<file path="src/sv/frame_time_stats_histogram_assert.svh">
// Assertion macros for the frame-time statistics block.
// Included by modules that check their own sequencing; needs nothing else.
`ifndef FRAME_TIME_STATS_HISTOGRAM_ASSERT_SVH
`define FRAME_TIME_STATS_HISTOGRAM_ASSERT_SVH

// Condition that must hold at every edge outside reset
`define FTS_CHECK(lbl, clk, rst, expr) \
   lbl: assert property (@(posedge clk) disable iff (rst) (expr)) \
      else $error("fts check failed");

// Same-cycle implication
`define FTS_IMPLY(lbl, clk, rst, ante, cons) \
   lbl: assert property (@(posedge clk) disable iff (rst) (ante) |-> (cons)) \
      else $error("fts implication failed");

// Next-cycle implication
`define FTS_NEXT(lbl, clk, rst, ante, cons) \
   lbl: assert property (@(posedge clk) disable iff (rst) (ante) |=> (cons)) \
      else $error("fts sequence failed");

`endif

</file>
<file path="src/sv/fts_pkg.sv">
// Shared types, codes and helpers for the frame-time statistics block.
// Used by fts_walk, fts_core and the top module; depends on nothing.
`timescale 1ns / 1ps

package fts_pkg;

   // Command codes carried in the item
   localparam logic [1:0] CMD_RECORD   = 2'd0;
   localparam logic [1:0] CMD_SNAPSHOT = 2'd1;
   localparam logic [1:0] CMD_CLEAR    = 2'd2;

   // Register indexes and register reset values
   localparam int         CSR_IDX_W    = 1;
   localparam int         CSR_DATA_W   = 16;
   localparam logic [0:0] CSR_BUDGET   = 1'd0;
   localparam logic [0:0] CSR_PCT      = 1'd1;
   localparam logic [15:0] BUDGET_RESET = 16'd33;
   localparam logic [6:0]  PCT_RESET    = 7'd95;

   // Percentile scale and the width of frames * pct
   localparam logic [6:0] PCT_SCALE = 7'd100;
   localparam int         TARGET_W  = 39;

   typedef logic [5:0] p95_type;

   typedef struct packed {
      logic [1:0]  cmd;
      logic [15:0] frame_ms;
      logic [23:0] frame_pixels;
   } req_type;

   typedef struct packed {
      logic [31:0] frames_logged;
      logic [47:0] pixel_total;
      logic [15:0] max_ms;
      logic [31:0] late_count;
      logic [31:0] late_streak_max;
      p95_type     p95_ms;
   } rsp_type;

   typedef enum logic [4:0] {
      ST_CLR  = 5'b00001,
      ST_IDLE = 5'b00010,
      ST_REC  = 5'b00100,
      ST_WALK = 5'b01000,
      ST_DONE = 5'b10000
   } state_type;

   // Sequencer to walk unit
   typedef struct packed {
      logic start;
      logic step;
   } walk_ctl_type;

   // Walk unit to sequencer
   typedef struct packed {
      logic busy;
      logic hit;
   } walk_sts_type;

   function automatic logic [31:0] sat_inc32(input logic [31:0] v);
      return (&v) ? v : v + 32'd1;
   endfunction

endpackage

</file>
<file path="src/sv/fts_hist_ram.sv">
// Histogram bucket memory: one write port, one registered read port.
// Stand-alone storage; depends on nothing.
`timescale 1ns / 1ps

module fts_hist_ram #(
   parameter int DEPTH = 64,
   parameter int AW    = 6
) (
   input  logic          clock,
   input  logic          wr_en,
   input  logic [AW-1:0] wr_addr,
   input  logic [31:0]   wr_data,
   input  logic          rd_en,
   input  logic [AW-1:0] rd_addr,
   output logic [31:0]   rd_data
);

   logic [31:0] mem_ff [DEPTH];
   logic [31:0] rd_data_ff;

   // Write and registered read
   always_ff @(posedge clock) begin
      if (wr_en) begin
         mem_ff[wr_addr] <= wr_data;
      end
      if (rd_en) begin
         rd_data_ff <= mem_ff[rd_addr];
      end
   end

   assign rd_data = rd_data_ff;

endmodule

</file>
<file path="src/sv/fts_walk.sv">
// Percentile walk unit: scales each bucket count by 100, accumulates and
// compares against frames * pct. Depends on fts_pkg.
`timescale 1ns / 1ps

module fts_walk #(
   parameter int AW = 6
) (
   input  logic                          clock,
   input  logic                          reset,
   input  fts_pkg::walk_ctl_type         ctl,
   input  logic [31:0]                   step_count,
   input  logic [AW-1:0]                 step_idx,
   input  logic [fts_pkg::TARGET_W-1:0]  target,
   output fts_pkg::walk_sts_type         sts,
   output logic [AW-1:0]                 hit_idx
);

   // Cumulative scaled count stays below BUCKETS * 2^39
   localparam int ACC_W = fts_pkg::TARGET_W + AW;

   logic [fts_pkg::TARGET_W-1:0] scaled_ff, scaled_in;
   logic [AW-1:0]                idx_ff;
   logic                         vld_ff, vld_in;
   logic [ACC_W-1:0]             acc_ff, acc_in, acc_sum;
   logic                         hit_ff, hit_in;
   logic [AW-1:0]                hit_idx_ff;

   // Scale stage, then accumulate and compare stage
   always_comb begin
      scaled_in = fts_pkg::TARGET_W'(step_count) * fts_pkg::TARGET_W'(fts_pkg::PCT_SCALE);
      vld_in    = ctl.step & ~ctl.start;
      acc_sum   = acc_ff + ACC_W'(scaled_ff);
      if (ctl.start) begin
         acc_in = '0;
      end else if (vld_ff) begin
         acc_in = acc_sum;
      end else begin
         acc_in = acc_ff;
      end
      hit_in = ~ctl.start & vld_ff & (acc_sum >= ACC_W'(target));
   end

   always_ff @(posedge clock) begin
      if (reset) begin
         vld_ff <= 1'b0;
         hit_ff <= 1'b0;
      end else begin
         vld_ff <= vld_in;
         hit_ff <= hit_in;
      end
   end

   always_ff @(posedge clock) begin
      scaled_ff  <= scaled_in;
      idx_ff     <= step_idx;
      acc_ff     <= acc_in;
      hit_idx_ff <= idx_ff;
   end

   assign sts.busy = vld_ff;
   assign sts.hit  = hit_ff;
   assign hit_idx  = hit_idx_ff;

endmodule

</file>
<file path="src/sv/fts_core.sv">
// Sequencer and statistics registers: record, clear sweep, percentile walk
// and the result register. Depends on fts_pkg and the assertion macros.
`timescale 1ns / 1ps
`include "frame_time_stats_histogram_assert.svh"

module fts_core #(
   parameter int BUCKETS = 64,
   parameter int AW      = 6
) (
   input  logic                          clock,
   input  logic                          reset,
   input  logic                          req_valid,
   output logic                          req_stall,
   input  fts_pkg::req_type              req_data,
   output logic                          rsp_valid,
   input  logic                          rsp_stall,
   output fts_pkg::rsp_type              rsp_data,
   input  logic [15:0]                   budget,
   input  logic [6:0]                    pct,
   output logic                          ram_wr_en,
   output logic [AW-1:0]                 ram_wr_addr,
   output logic [31:0]                   ram_wr_data,
   output logic                          ram_rd_en,
   output logic [AW-1:0]                 ram_rd_addr,
   input  logic [31:0]                   ram_rd_data,
   output fts_pkg::walk_ctl_type         walk_ctl,
   output logic [AW-1:0]                 walk_idx,
   output logic [fts_pkg::TARGET_W-1:0]  walk_target,
   input  fts_pkg::walk_sts_type         walk_sts,
   input  logic [AW-1:0]                 walk_hit_idx
);

   fts_pkg::state_type state_ff, state_in;
   logic [AW:0]        cnt_ff, cnt_in;
   logic [AW-1:0]      bin_ff, bin_in;
   logic [15:0]        time_ff, time_in;
   logic [23:0]        px_ff, px_in;
   logic               rd_vld_ff, rd_vld_in;
   logic [AW-1:0]      rd_idx_ff, rd_idx_in;
   logic [fts_pkg::TARGET_W-1:0] target_ff, target_in;
   fts_pkg::p95_type   p95_ff, p95_in;

   logic [31:0] frames_ff, frames_in;
   logic [47:0] pixels_ff, pixels_in;
   logic [15:0] longest_ff, longest_in;
   logic [31:0] late_ff, late_in;
   logic [31:0] run_ff, run_in;
   logic [31:0] run_max_ff, run_max_in;

   logic             rsp_valid_ff, rsp_valid_in;
   fts_pkg::rsp_type rsp_ff, rsp_in;

   logic        accept;
   logic        walk_rd;
   logic        rsp_load;
   logic [48:0] pixel_add;
   logic [31:0] run_next;

   assign accept    = req_valid & ~req_stall;
   assign req_stall = (state_ff != fts_pkg::ST_IDLE);
   assign walk_rd   = (state_ff == fts_pkg::ST_WALK) && (cnt_ff < (AW+1)'(BUCKETS));
   assign rsp_load  = (state_ff == fts_pkg::ST_DONE) && (~rsp_valid_ff | ~rsp_stall);

   // Clamp the frame time to the last bucket
   always_comb begin
      if (32'(req_data.frame_ms) < 32'(BUCKETS - 1)) begin
         bin_in = AW'(req_data.frame_ms);
      end else begin
         bin_in = AW'(BUCKETS - 1);
      end
   end

   // Memory ports
   always_comb begin
      ram_rd_en   = (accept && req_data.cmd == fts_pkg::CMD_RECORD) || walk_rd;
      ram_rd_addr = (state_ff == fts_pkg::ST_WALK) ? cnt_ff[AW-1:0] : bin_in;
      ram_wr_en   = (state_ff == fts_pkg::ST_CLR) || (state_ff == fts_pkg::ST_REC);
      if (state_ff == fts_pkg::ST_CLR) begin
         ram_wr_addr = cnt_ff[AW-1:0];
         ram_wr_data = '0;
      end else begin
         ram_wr_addr = bin_ff;
         ram_wr_data = fts_pkg::sat_inc32(ram_rd_data);
      end
   end

   // Walk unit feed
   assign walk_ctl.start = accept && (req_data.cmd == fts_pkg::CMD_SNAPSHOT);
   assign walk_ctl.step  = rd_vld_ff && (state_ff == fts_pkg::ST_WALK);
   assign walk_idx       = rd_idx_ff;
   assign walk_target    = target_ff;

   // Sequencer and statistics update
   always_comb begin
      state_in   = state_ff;
      cnt_in     = cnt_ff;
      time_in    = time_ff;
      px_in      = px_ff;
      target_in  = target_ff;
      p95_in     = p95_ff;
      frames_in  = frames_ff;
      pixels_in  = pixels_ff;
      longest_in = longest_ff;
      late_in    = late_ff;
      run_in     = run_ff;
      run_max_in = run_max_ff;
      rd_vld_in  = walk_rd;
      rd_idx_in  = cnt_ff[AW-1:0];
      pixel_add  = {1'b0, pixels_ff} + 49'(px_ff);
      run_next   = fts_pkg::sat_inc32(run_ff);

      unique case (state_ff)
         fts_pkg::ST_CLR: begin
            // Sweep the histogram to zero, one bucket a cycle
            if (cnt_ff == (AW+1)'(BUCKETS - 1)) begin
               state_in = fts_pkg::ST_IDLE;
            end else begin
               cnt_in = cnt_ff + (AW+1)'(1);
            end
         end
         fts_pkg::ST_IDLE: begin
            if (accept) begin
               unique case (req_data.cmd)
                  fts_pkg::CMD_RECORD: begin
                     time_in  = req_data.frame_ms;
                     px_in    = req_data.frame_pixels;
                     state_in = fts_pkg::ST_REC;
                  end
                  fts_pkg::CMD_SNAPSHOT: begin
                     // rank reached when 100 * cum >= frames * pct
                     target_in = fts_pkg::TARGET_W'(frames_ff) * fts_pkg::TARGET_W'(pct);
                     cnt_in    = '0;
                     p95_in    = '0;
                     // No frames: every statistic is still zero
                     state_in  = (frames_ff == '0) ? fts_pkg::ST_DONE : fts_pkg::ST_WALK;
                  end
                  fts_pkg::CMD_CLEAR: begin
                     frames_in  = '0;
                     pixels_in  = '0;
                     longest_in = '0;
                     late_in    = '0;
                     run_in     = '0;
                     run_max_in = '0;
                     cnt_in     = '0;
                     state_in   = fts_pkg::ST_CLR;
                  end
                  default: begin
                     // unused command: drop the item
                  end
               endcase
            end
         end
         fts_pkg::ST_REC: begin
            frames_in = fts_pkg::sat_inc32(frames_ff);
            pixels_in = pixel_add[48] ? '1 : pixel_add[47:0];
            if (time_ff > longest_ff) begin
               longest_in = time_ff;
            end
            if (time_ff > budget) begin
               late_in = fts_pkg::sat_inc32(late_ff);
               run_in  = run_next;
               if (run_next > run_max_ff) begin
                  run_max_in = run_next;
               end
            end else begin
               run_in = '0;
            end
            state_in = fts_pkg::ST_IDLE;
         end
         fts_pkg::ST_WALK: begin
            if (walk_rd) begin
               cnt_in = cnt_ff + (AW+1)'(1);
            end
            priority if (walk_sts.hit) begin
               p95_in   = fts_pkg::p95_type'(walk_hit_idx);
               state_in = fts_pkg::ST_DONE;
            end else if (!walk_rd && !rd_vld_ff && !walk_sts.busy) begin
               // rank never reached
               p95_in   = '0;
               state_in = fts_pkg::ST_DONE;
            end
         end
         fts_pkg::ST_DONE: begin
            if (rsp_load) begin
               state_in = fts_pkg::ST_IDLE;
            end
         end
         default: begin
            state_in = fts_pkg::ST_CLR;
            cnt_in   = '0;
         end
      endcase
   end

   // Result register: load on finish, hold while stalled
   always_comb begin
      rsp_valid_in = rsp_load | (rsp_valid_ff & rsp_stall);
      rsp_in       = rsp_ff;
      if (rsp_load) begin
         rsp_in.frames_logged   = frames_ff;
         rsp_in.pixel_total     = pixels_ff;
         rsp_in.max_ms          = longest_ff;
         rsp_in.late_count      = late_ff;
         rsp_in.late_streak_max = run_max_ff;
         rsp_in.p95_ms          = p95_ff;
      end
   end

   always_ff @(posedge clock) begin
      if (reset) begin
         state_ff     <= fts_pkg::ST_CLR;
         cnt_ff       <= '0;
         rd_vld_ff    <= 1'b0;
         frames_ff    <= '0;
         pixels_ff    <= '0;
         longest_ff   <= '0;
         late_ff      <= '0;
         run_ff       <= '0;
         run_max_ff   <= '0;
         rsp_valid_ff <= 1'b0;
      end else begin
         state_ff     <= state_in;
         cnt_ff       <= cnt_in;
         rd_vld_ff    <= rd_vld_in;
         frames_ff    <= frames_in;
         pixels_ff    <= pixels_in;
         longest_ff   <= longest_in;
         late_ff      <= late_in;
         run_ff       <= run_in;
         run_max_ff   <= run_max_in;
         rsp_valid_ff <= rsp_valid_in;
      end
   end

   always_ff @(posedge clock) begin
      bin_ff    <= (accept) ? bin_in : bin_ff;
      time_ff   <= time_in;
      px_ff     <= px_in;
      rd_idx_ff <= rd_idx_in;
      target_ff <= target_in;
      p95_ff    <= p95_in;
      rsp_ff    <= rsp_in;
   end

   assign rsp_valid = rsp_valid_ff;
   assign rsp_data  = rsp_ff;

   // Checks
   `FTS_CHECK(a_run_le_max, clock, reset, run_ff <= run_max_ff)
   `FTS_CHECK(a_late_le_frames, clock, reset, late_ff <= frames_ff)
   `FTS_NEXT(a_rec_follows, clock, reset,
             accept && req_data.cmd == fts_pkg::CMD_RECORD,
             state_ff == fts_pkg::ST_REC)
   `FTS_IMPLY(a_walk_no_wr, clock, reset, state_ff == fts_pkg::ST_WALK, !ram_wr_en)
   `FTS_NEXT(a_done_loads, clock, reset, rsp_load,
             rsp_valid_ff && state_ff == fts_pkg::ST_IDLE)

endmodule

</file>
<file path="src/sv/frame_time_stats_histogram.sv">
// Frame-time statistics with a BUCKETS-entry histogram and a percentile query.
// A record item reads its histogram bucket, then writes back the incremented
// bucket together with the counter updates. A snapshot item skips the walk
// when no frames are recorded; otherwise the walk reads one bucket per cycle
// through the scale-accumulate-compare unit until the bucket where the
// percentile lands is found or every bucket is read. A clear item, and the
// clearing pass after reset, sweep the histogram one bucket per cycle, during
// which no item is accepted; register writes are taken at any time. An unused
// command is taken and dropped. The result register lets a new item in while
// a snapshot result waits to be taken.
// Depends on fts_pkg, fts_hist_ram, fts_walk and fts_core.
`timescale 1ns / 1ps

module frame_time_stats_histogram #(
   parameter int BUCKETS = 64
) (
   input  logic                               clock,
   input  logic                               reset,
   input  logic                               req_valid,
   output logic                               req_stall,
   input  fts_pkg::req_type                   req_data,
   output logic                               rsp_valid,
   input  logic                               rsp_stall,
   output fts_pkg::rsp_type                   rsp_data,
   input  logic                               csr_valid,
   output logic                               csr_ready,
   input  logic [fts_pkg::CSR_IDX_W-1:0]      csr_index,
   input  logic [fts_pkg::CSR_DATA_W-1:0]     csr_wdata
);

   localparam int AW = $clog2(BUCKETS);

   logic [15:0] budget_ff, budget_in;
   logic [6:0]  pct_ff, pct_in;

   logic          ram_wr_en;
   logic [AW-1:0] ram_wr_addr;
   logic [31:0]   ram_wr_data;
   logic          ram_rd_en;
   logic [AW-1:0] ram_rd_addr;
   logic [31:0]   ram_rd_data;

   fts_pkg::walk_ctl_type        walk_ctl;
   fts_pkg::walk_sts_type        walk_sts;
   logic [AW-1:0]                walk_idx;
   logic [AW-1:0]                walk_hit_idx;
   logic [fts_pkg::TARGET_W-1:0] walk_target;

   // Register writes
   assign csr_ready = 1'b1;

   always_comb begin
      budget_in = budget_ff;
      pct_in    = pct_ff;
      if (csr_valid && csr_ready) begin
         unique case (csr_index)
            fts_pkg::CSR_BUDGET: budget_in = csr_wdata;
            fts_pkg::CSR_PCT:    pct_in    = csr_wdata[6:0];
            default: begin
               // no register at this index
            end
         endcase
      end
   end

   always_ff @(posedge clock) begin
      if (reset) begin
         budget_ff <= fts_pkg::BUDGET_RESET;
         pct_ff    <= fts_pkg::PCT_RESET;
      end else begin
         budget_ff <= budget_in;
         pct_ff    <= pct_in;
      end
   end

   fts_hist_ram #(
      .DEPTH (BUCKETS),
      .AW    (AW)
   ) u_ram (
      .clock   (clock),
      .wr_en   (ram_wr_en),
      .wr_addr (ram_wr_addr),
      .wr_data (ram_wr_data),
      .rd_en   (ram_rd_en),
      .rd_addr (ram_rd_addr),
      .rd_data (ram_rd_data)
   );

   fts_walk #(
      .AW (AW)
   ) u_walk (
      .clock      (clock),
      .reset      (reset),
      .ctl        (walk_ctl),
      .step_count (ram_rd_data),
      .step_idx   (walk_idx),
      .target     (walk_target),
      .sts        (walk_sts),
      .hit_idx    (walk_hit_idx)
   );

   fts_core #(
      .BUCKETS (BUCKETS),
      .AW      (AW)
   ) u_core (
      .clock        (clock),
      .reset        (reset),
      .req_valid    (req_valid),
      .req_stall    (req_stall),
      .req_data     (req_data),
      .rsp_valid    (rsp_valid),
      .rsp_stall    (rsp_stall),
      .rsp_data     (rsp_data),
      .budget       (budget_ff),
      .pct          (pct_ff),
      .ram_wr_en    (ram_wr_en),
      .ram_wr_addr  (ram_wr_addr),
      .ram_wr_data  (ram_wr_data),
      .ram_rd_en    (ram_rd_en),
      .ram_rd_addr  (ram_rd_addr),
      .ram_rd_data  (ram_rd_data),
      .walk_ctl     (walk_ctl),
      .walk_idx     (walk_idx),
      .walk_target  (walk_target),
      .walk_sts     (walk_sts),
      .walk_hit_idx (walk_hit_idx)
   );

endmodule
</file>
<file path="config.mk">
export PLATFORM = sky130hd
export DESIGN_NAME = frame_time_stats_histogram
export DESIGN_NICKNAME = d
export VERILOG_FILES = /design/src/sv/fts_pkg.sv /design/src/sv/fts_hist_ram.sv /design/src/sv/fts_walk.sv /design/src/sv/fts_core.sv /design/src/sv/frame_time_stats_histogram.sv
export VERILOG_INCLUDE_DIRS = /design/src /design/src/sv
export SDC_FILE = /design/constraint.sdc
export NUM_CORES = 2
export LEC_CHECK = 0
export ABC_AREA = 1
export BUFFER_PORTS_ARGS = -buffer_cell sky130_fd_sc_hd__buf_2
export CORE_ASPECT_RATIO = 1.75
export CORE_MARGIN = 2
export CORE_UTILIZATION = 55
export DETAILED_ROUTE_END_ITERATION = 10
export PLACE_DENSITY_LB_ADDON = 0.15
export SKIP_CTS_REPAIR_TIMING = 1
export SLEW_MARGIN = 10
export SYNTH_ARGS = -nofsm -noshare
export SYNTH_HDL_FRONTEND = slang
export SYNTH_SLANG_ARGS = --single-unit
</file>
<file path="constraint.sdc">
create_clock -name clock -period 12.6 [get_ports clock]
set_input_delay 2.52 -clock clock [delete_from_list [all_inputs] [get_ports clock]]
set_output_delay 2.52 -clock clock [all_outputs]
set_load 0.1 [all_outputs]
</file>
==> out/results.tsv <==
metric	value	unit
grt_pass1_wl	611100	microns
synth_most_common_cell	nand2_1	
cts_root_buf	clkbuf_16	
clk-insertion-delay-late	950	ps
drv_cap	0	
io_pins	233	
clk_pin_slew	60	ps
ant_nets	0	
finish.utilization	0.6061	
area_growth_syn_to_layout	9.533	%
drt_iter0_drc	9951	
cp_max_fo	50	
gp_congestion	0.9655	
die_w	374	microns
start_util	0.5534	
cts_buffer_depth	4	
worstPathArrival	7520	ps
synth_common_cells	nand2_1 (3,105), inv_1 (2,674), nand3_1 (2,388)	
hp-class	flip-flop to flip-flop	
synth_top_cell_area_share	0.5326	
power.density	149.5	nW/um^2
grt_setup_unrepaired	false	
numCtsBuffers	239	
synthTopCellsByArea	edfxtp_1 (53%), nand3_1 (9.1%), nand2_1 (8.8%)	
synth_cell_types	56	
rr_worst_depth	17	
netlist_instances	13930	
ys_seq_area_frac	0.5826	
grt_usage	0.3363	
fin_tns_setup	0	ps
clock-sinks	2666	
antenna_found_initial	16	
worst_pin_slew	1197	ps
power.leakage	62.01	nW
drc	0	
ys_async_sr_fraction	0	
nets	14520	
vias	99120	
dp_hpwl	260400	microns
syn_area_per_cell	9.459	sq um
finClkSkew	89.40	ps
netlist_area	131800	sq um
fin_crit	6867	ps
slew-limit-headroom	0.2002	
layout-drive-gt1-share	0.06507	
yosys_register_bits	2666	
min_period_over_period	0.5450	
ir_worst_vdd	0.0001411	V
synth_fp_nets	14500	
critPathLaunchType	input port	
crit_path_end_kind	flip-flop	
setup_violations	0	
routed_wl	414600	microns
slew_violations	0	
die_y	651.5	microns
synth-edff-count	2337	
grt-ovfl-total	0	
synth-warning-count	0	
worstPathRequired	13260	ps
grt_max_degree	202	
max_freq	145.6	MHz
cts_tree	yes	
grt_pass1_vias	98090	
outcome	complete, no violations	
hold_depth	0	
synth_flop_cell	edfxtp_1	
timing_hold_violations_final	0	
coreArea	238100	sq um
netlist.top_cell.by_area	edfxtp_1	
num_rows	237	
critical_path_class	input port to flip-flop	
firstDrtPassIters	8	
die_area	243700	sq um
avgViaCountPerCell	5.746	
io_buffers	231	
wl_per_cell	24.03	microns
h-tree-depth	4	
[cell families after synthesis]
kind of cell    after synthesis  synth area share
flops                      2666            0.5826
fa+ha+maj                   507           0.05828
buf+inv                    3331           0.09883
simple gates               6416            0.2140
compound gates              813           0.03318
other cells                   1        0.00002846
xor+xnor                    197           0.01309
[critical path: stages]
cell and delay, ps:
buf_2 110, nor2_1 140, nand3_1 160, nor2_2 340, and2_1 260, nand2_1 140, o21ai_4 160, buf_4 410
buf_4 600, buf_4 680, buf_4 740, nand3_1 160, nand3_1 570, nand3_1 180, nand3_1 110, nand2_1 70
[worst paths after layout]
path | start | endpoint | slack (ps)
setup / recovery | req_data[37] | u_ram.rd_data[21]$_DFFE_PP_ | 5730
hold reg to reg | u_walk.idx_ff[1]$_DFF_P_ | u_walk.hit_idx[1]$_DFF_P_ | 330
setup reg to reg | u_ram.rd_data[6]$_DFFE_PP_ | u_ram.mem_ff[28][13]$_DFFE_PP_ | 6490
hold / removal | u_walk.idx_ff[1]$_DFF_P_ | u_walk.hit_idx[1]$_DFF_P_ | 330
[layout by cell type, fill, tap and decap left out, types with 10 or more instances in the layout]
cell and instances:
buf_2 230, clkinv_1 52, a211oi_1 12, ha_1 329, clkbuf_16 240, o21ai_0 214
a31oi_1 28, bufinv_16 35, clkinvlp_4 11, o211ai_1 10, nand4_1 80, dfxtp_1 329
edfxtp_1 2337, nor4_1 39, inv_1 2672, or2_2 10, clkbuf_1 39, a21oi_1 436
a21oi_4 24, buf_4 174, nand2_1 3103, a21o_1 21, o21bai_1 14, nor2_4 74
clkinv_2 41, nand3b_1 137, o21a_1 17, nor2_1 448, buf_12 14, xnor2_1 49
nand3_1 2388, nor3_1 101, xor2_1 148, fa_1 178
[flip-flops by register name, indices dropped and copies added (netlist names), 32 cells and up]
| name | flops |
|---|---|
| u_walk.scaled_ff | 37 |
| u_core.run_ff | 32 |
| u_core.walk_target | 39 |
| u_ram.rd_data | 32 |
| u_core.rsp_data | 166 |
| u_core.frames_ff | 32 |
| u_core.late_ff | 32 |
| u_core.pixels_ff | 48 |
| u_core.run_max_ff | 32 |
| u_walk.acc_ff | 43 |
| u_ram.mem_ff | 2048 |
[layer usage]
| layer | vias to the layer above | share of wire | global-route usage |
|---|---|---|---|
| li1 | 45410 | - | - |
| met1 | 47750 | 0.34 | 0.3650 |
| met2 | 4610 | 0.50 | 0.5869 |
| met3 | 1344 | 0.068 | 0.04189 |
| met4 | 6 | 0.098 | 0.2794 |
| met5 | - | 0.000072 | 0 |
[area by class of cell]
| class | instances | area [sq um] |
|---|---|---|
| antenna | 6 | 15.01 |
| sequential | 2666 | 76760 |
| timing repair buffer | 419 | 2749 |
| inverter | 2687 | 10100 |
| fill | 19970 | 93790 |
| clock inverter | 151 | 1688 |
| multi-input combinational | 7934 | 42930 |
| clock buffer | 282 | 6193 |
| tap | 3107 | 3887 |
[report_power, final]
part | switching, mW | leakage, nW | internal, mW
registers | 0.184 | 24.1 | 10.9
logic | 2.44 | 34.1 | 0.537
clock network | 3.32 | 3.84 | 4.22
[metrics by stage]
stage	std cells	hold WS [ps]	total power, mW	cell area (sq um)	worst slack [ps]
final	17250	327.0	21.58	144300	5733
after global routing	17250	332.6	22.21	144300	5546
after CTS	17250	327.0	21.65	144300	6128
after detailed placement	16810	312.1	14.19	136400	5164
after global placement	16810	312.8	14.10	136400	5238
after floorplan	13930	309.6	12.90	131800	2367
Power figures use the tool's default switching activity.
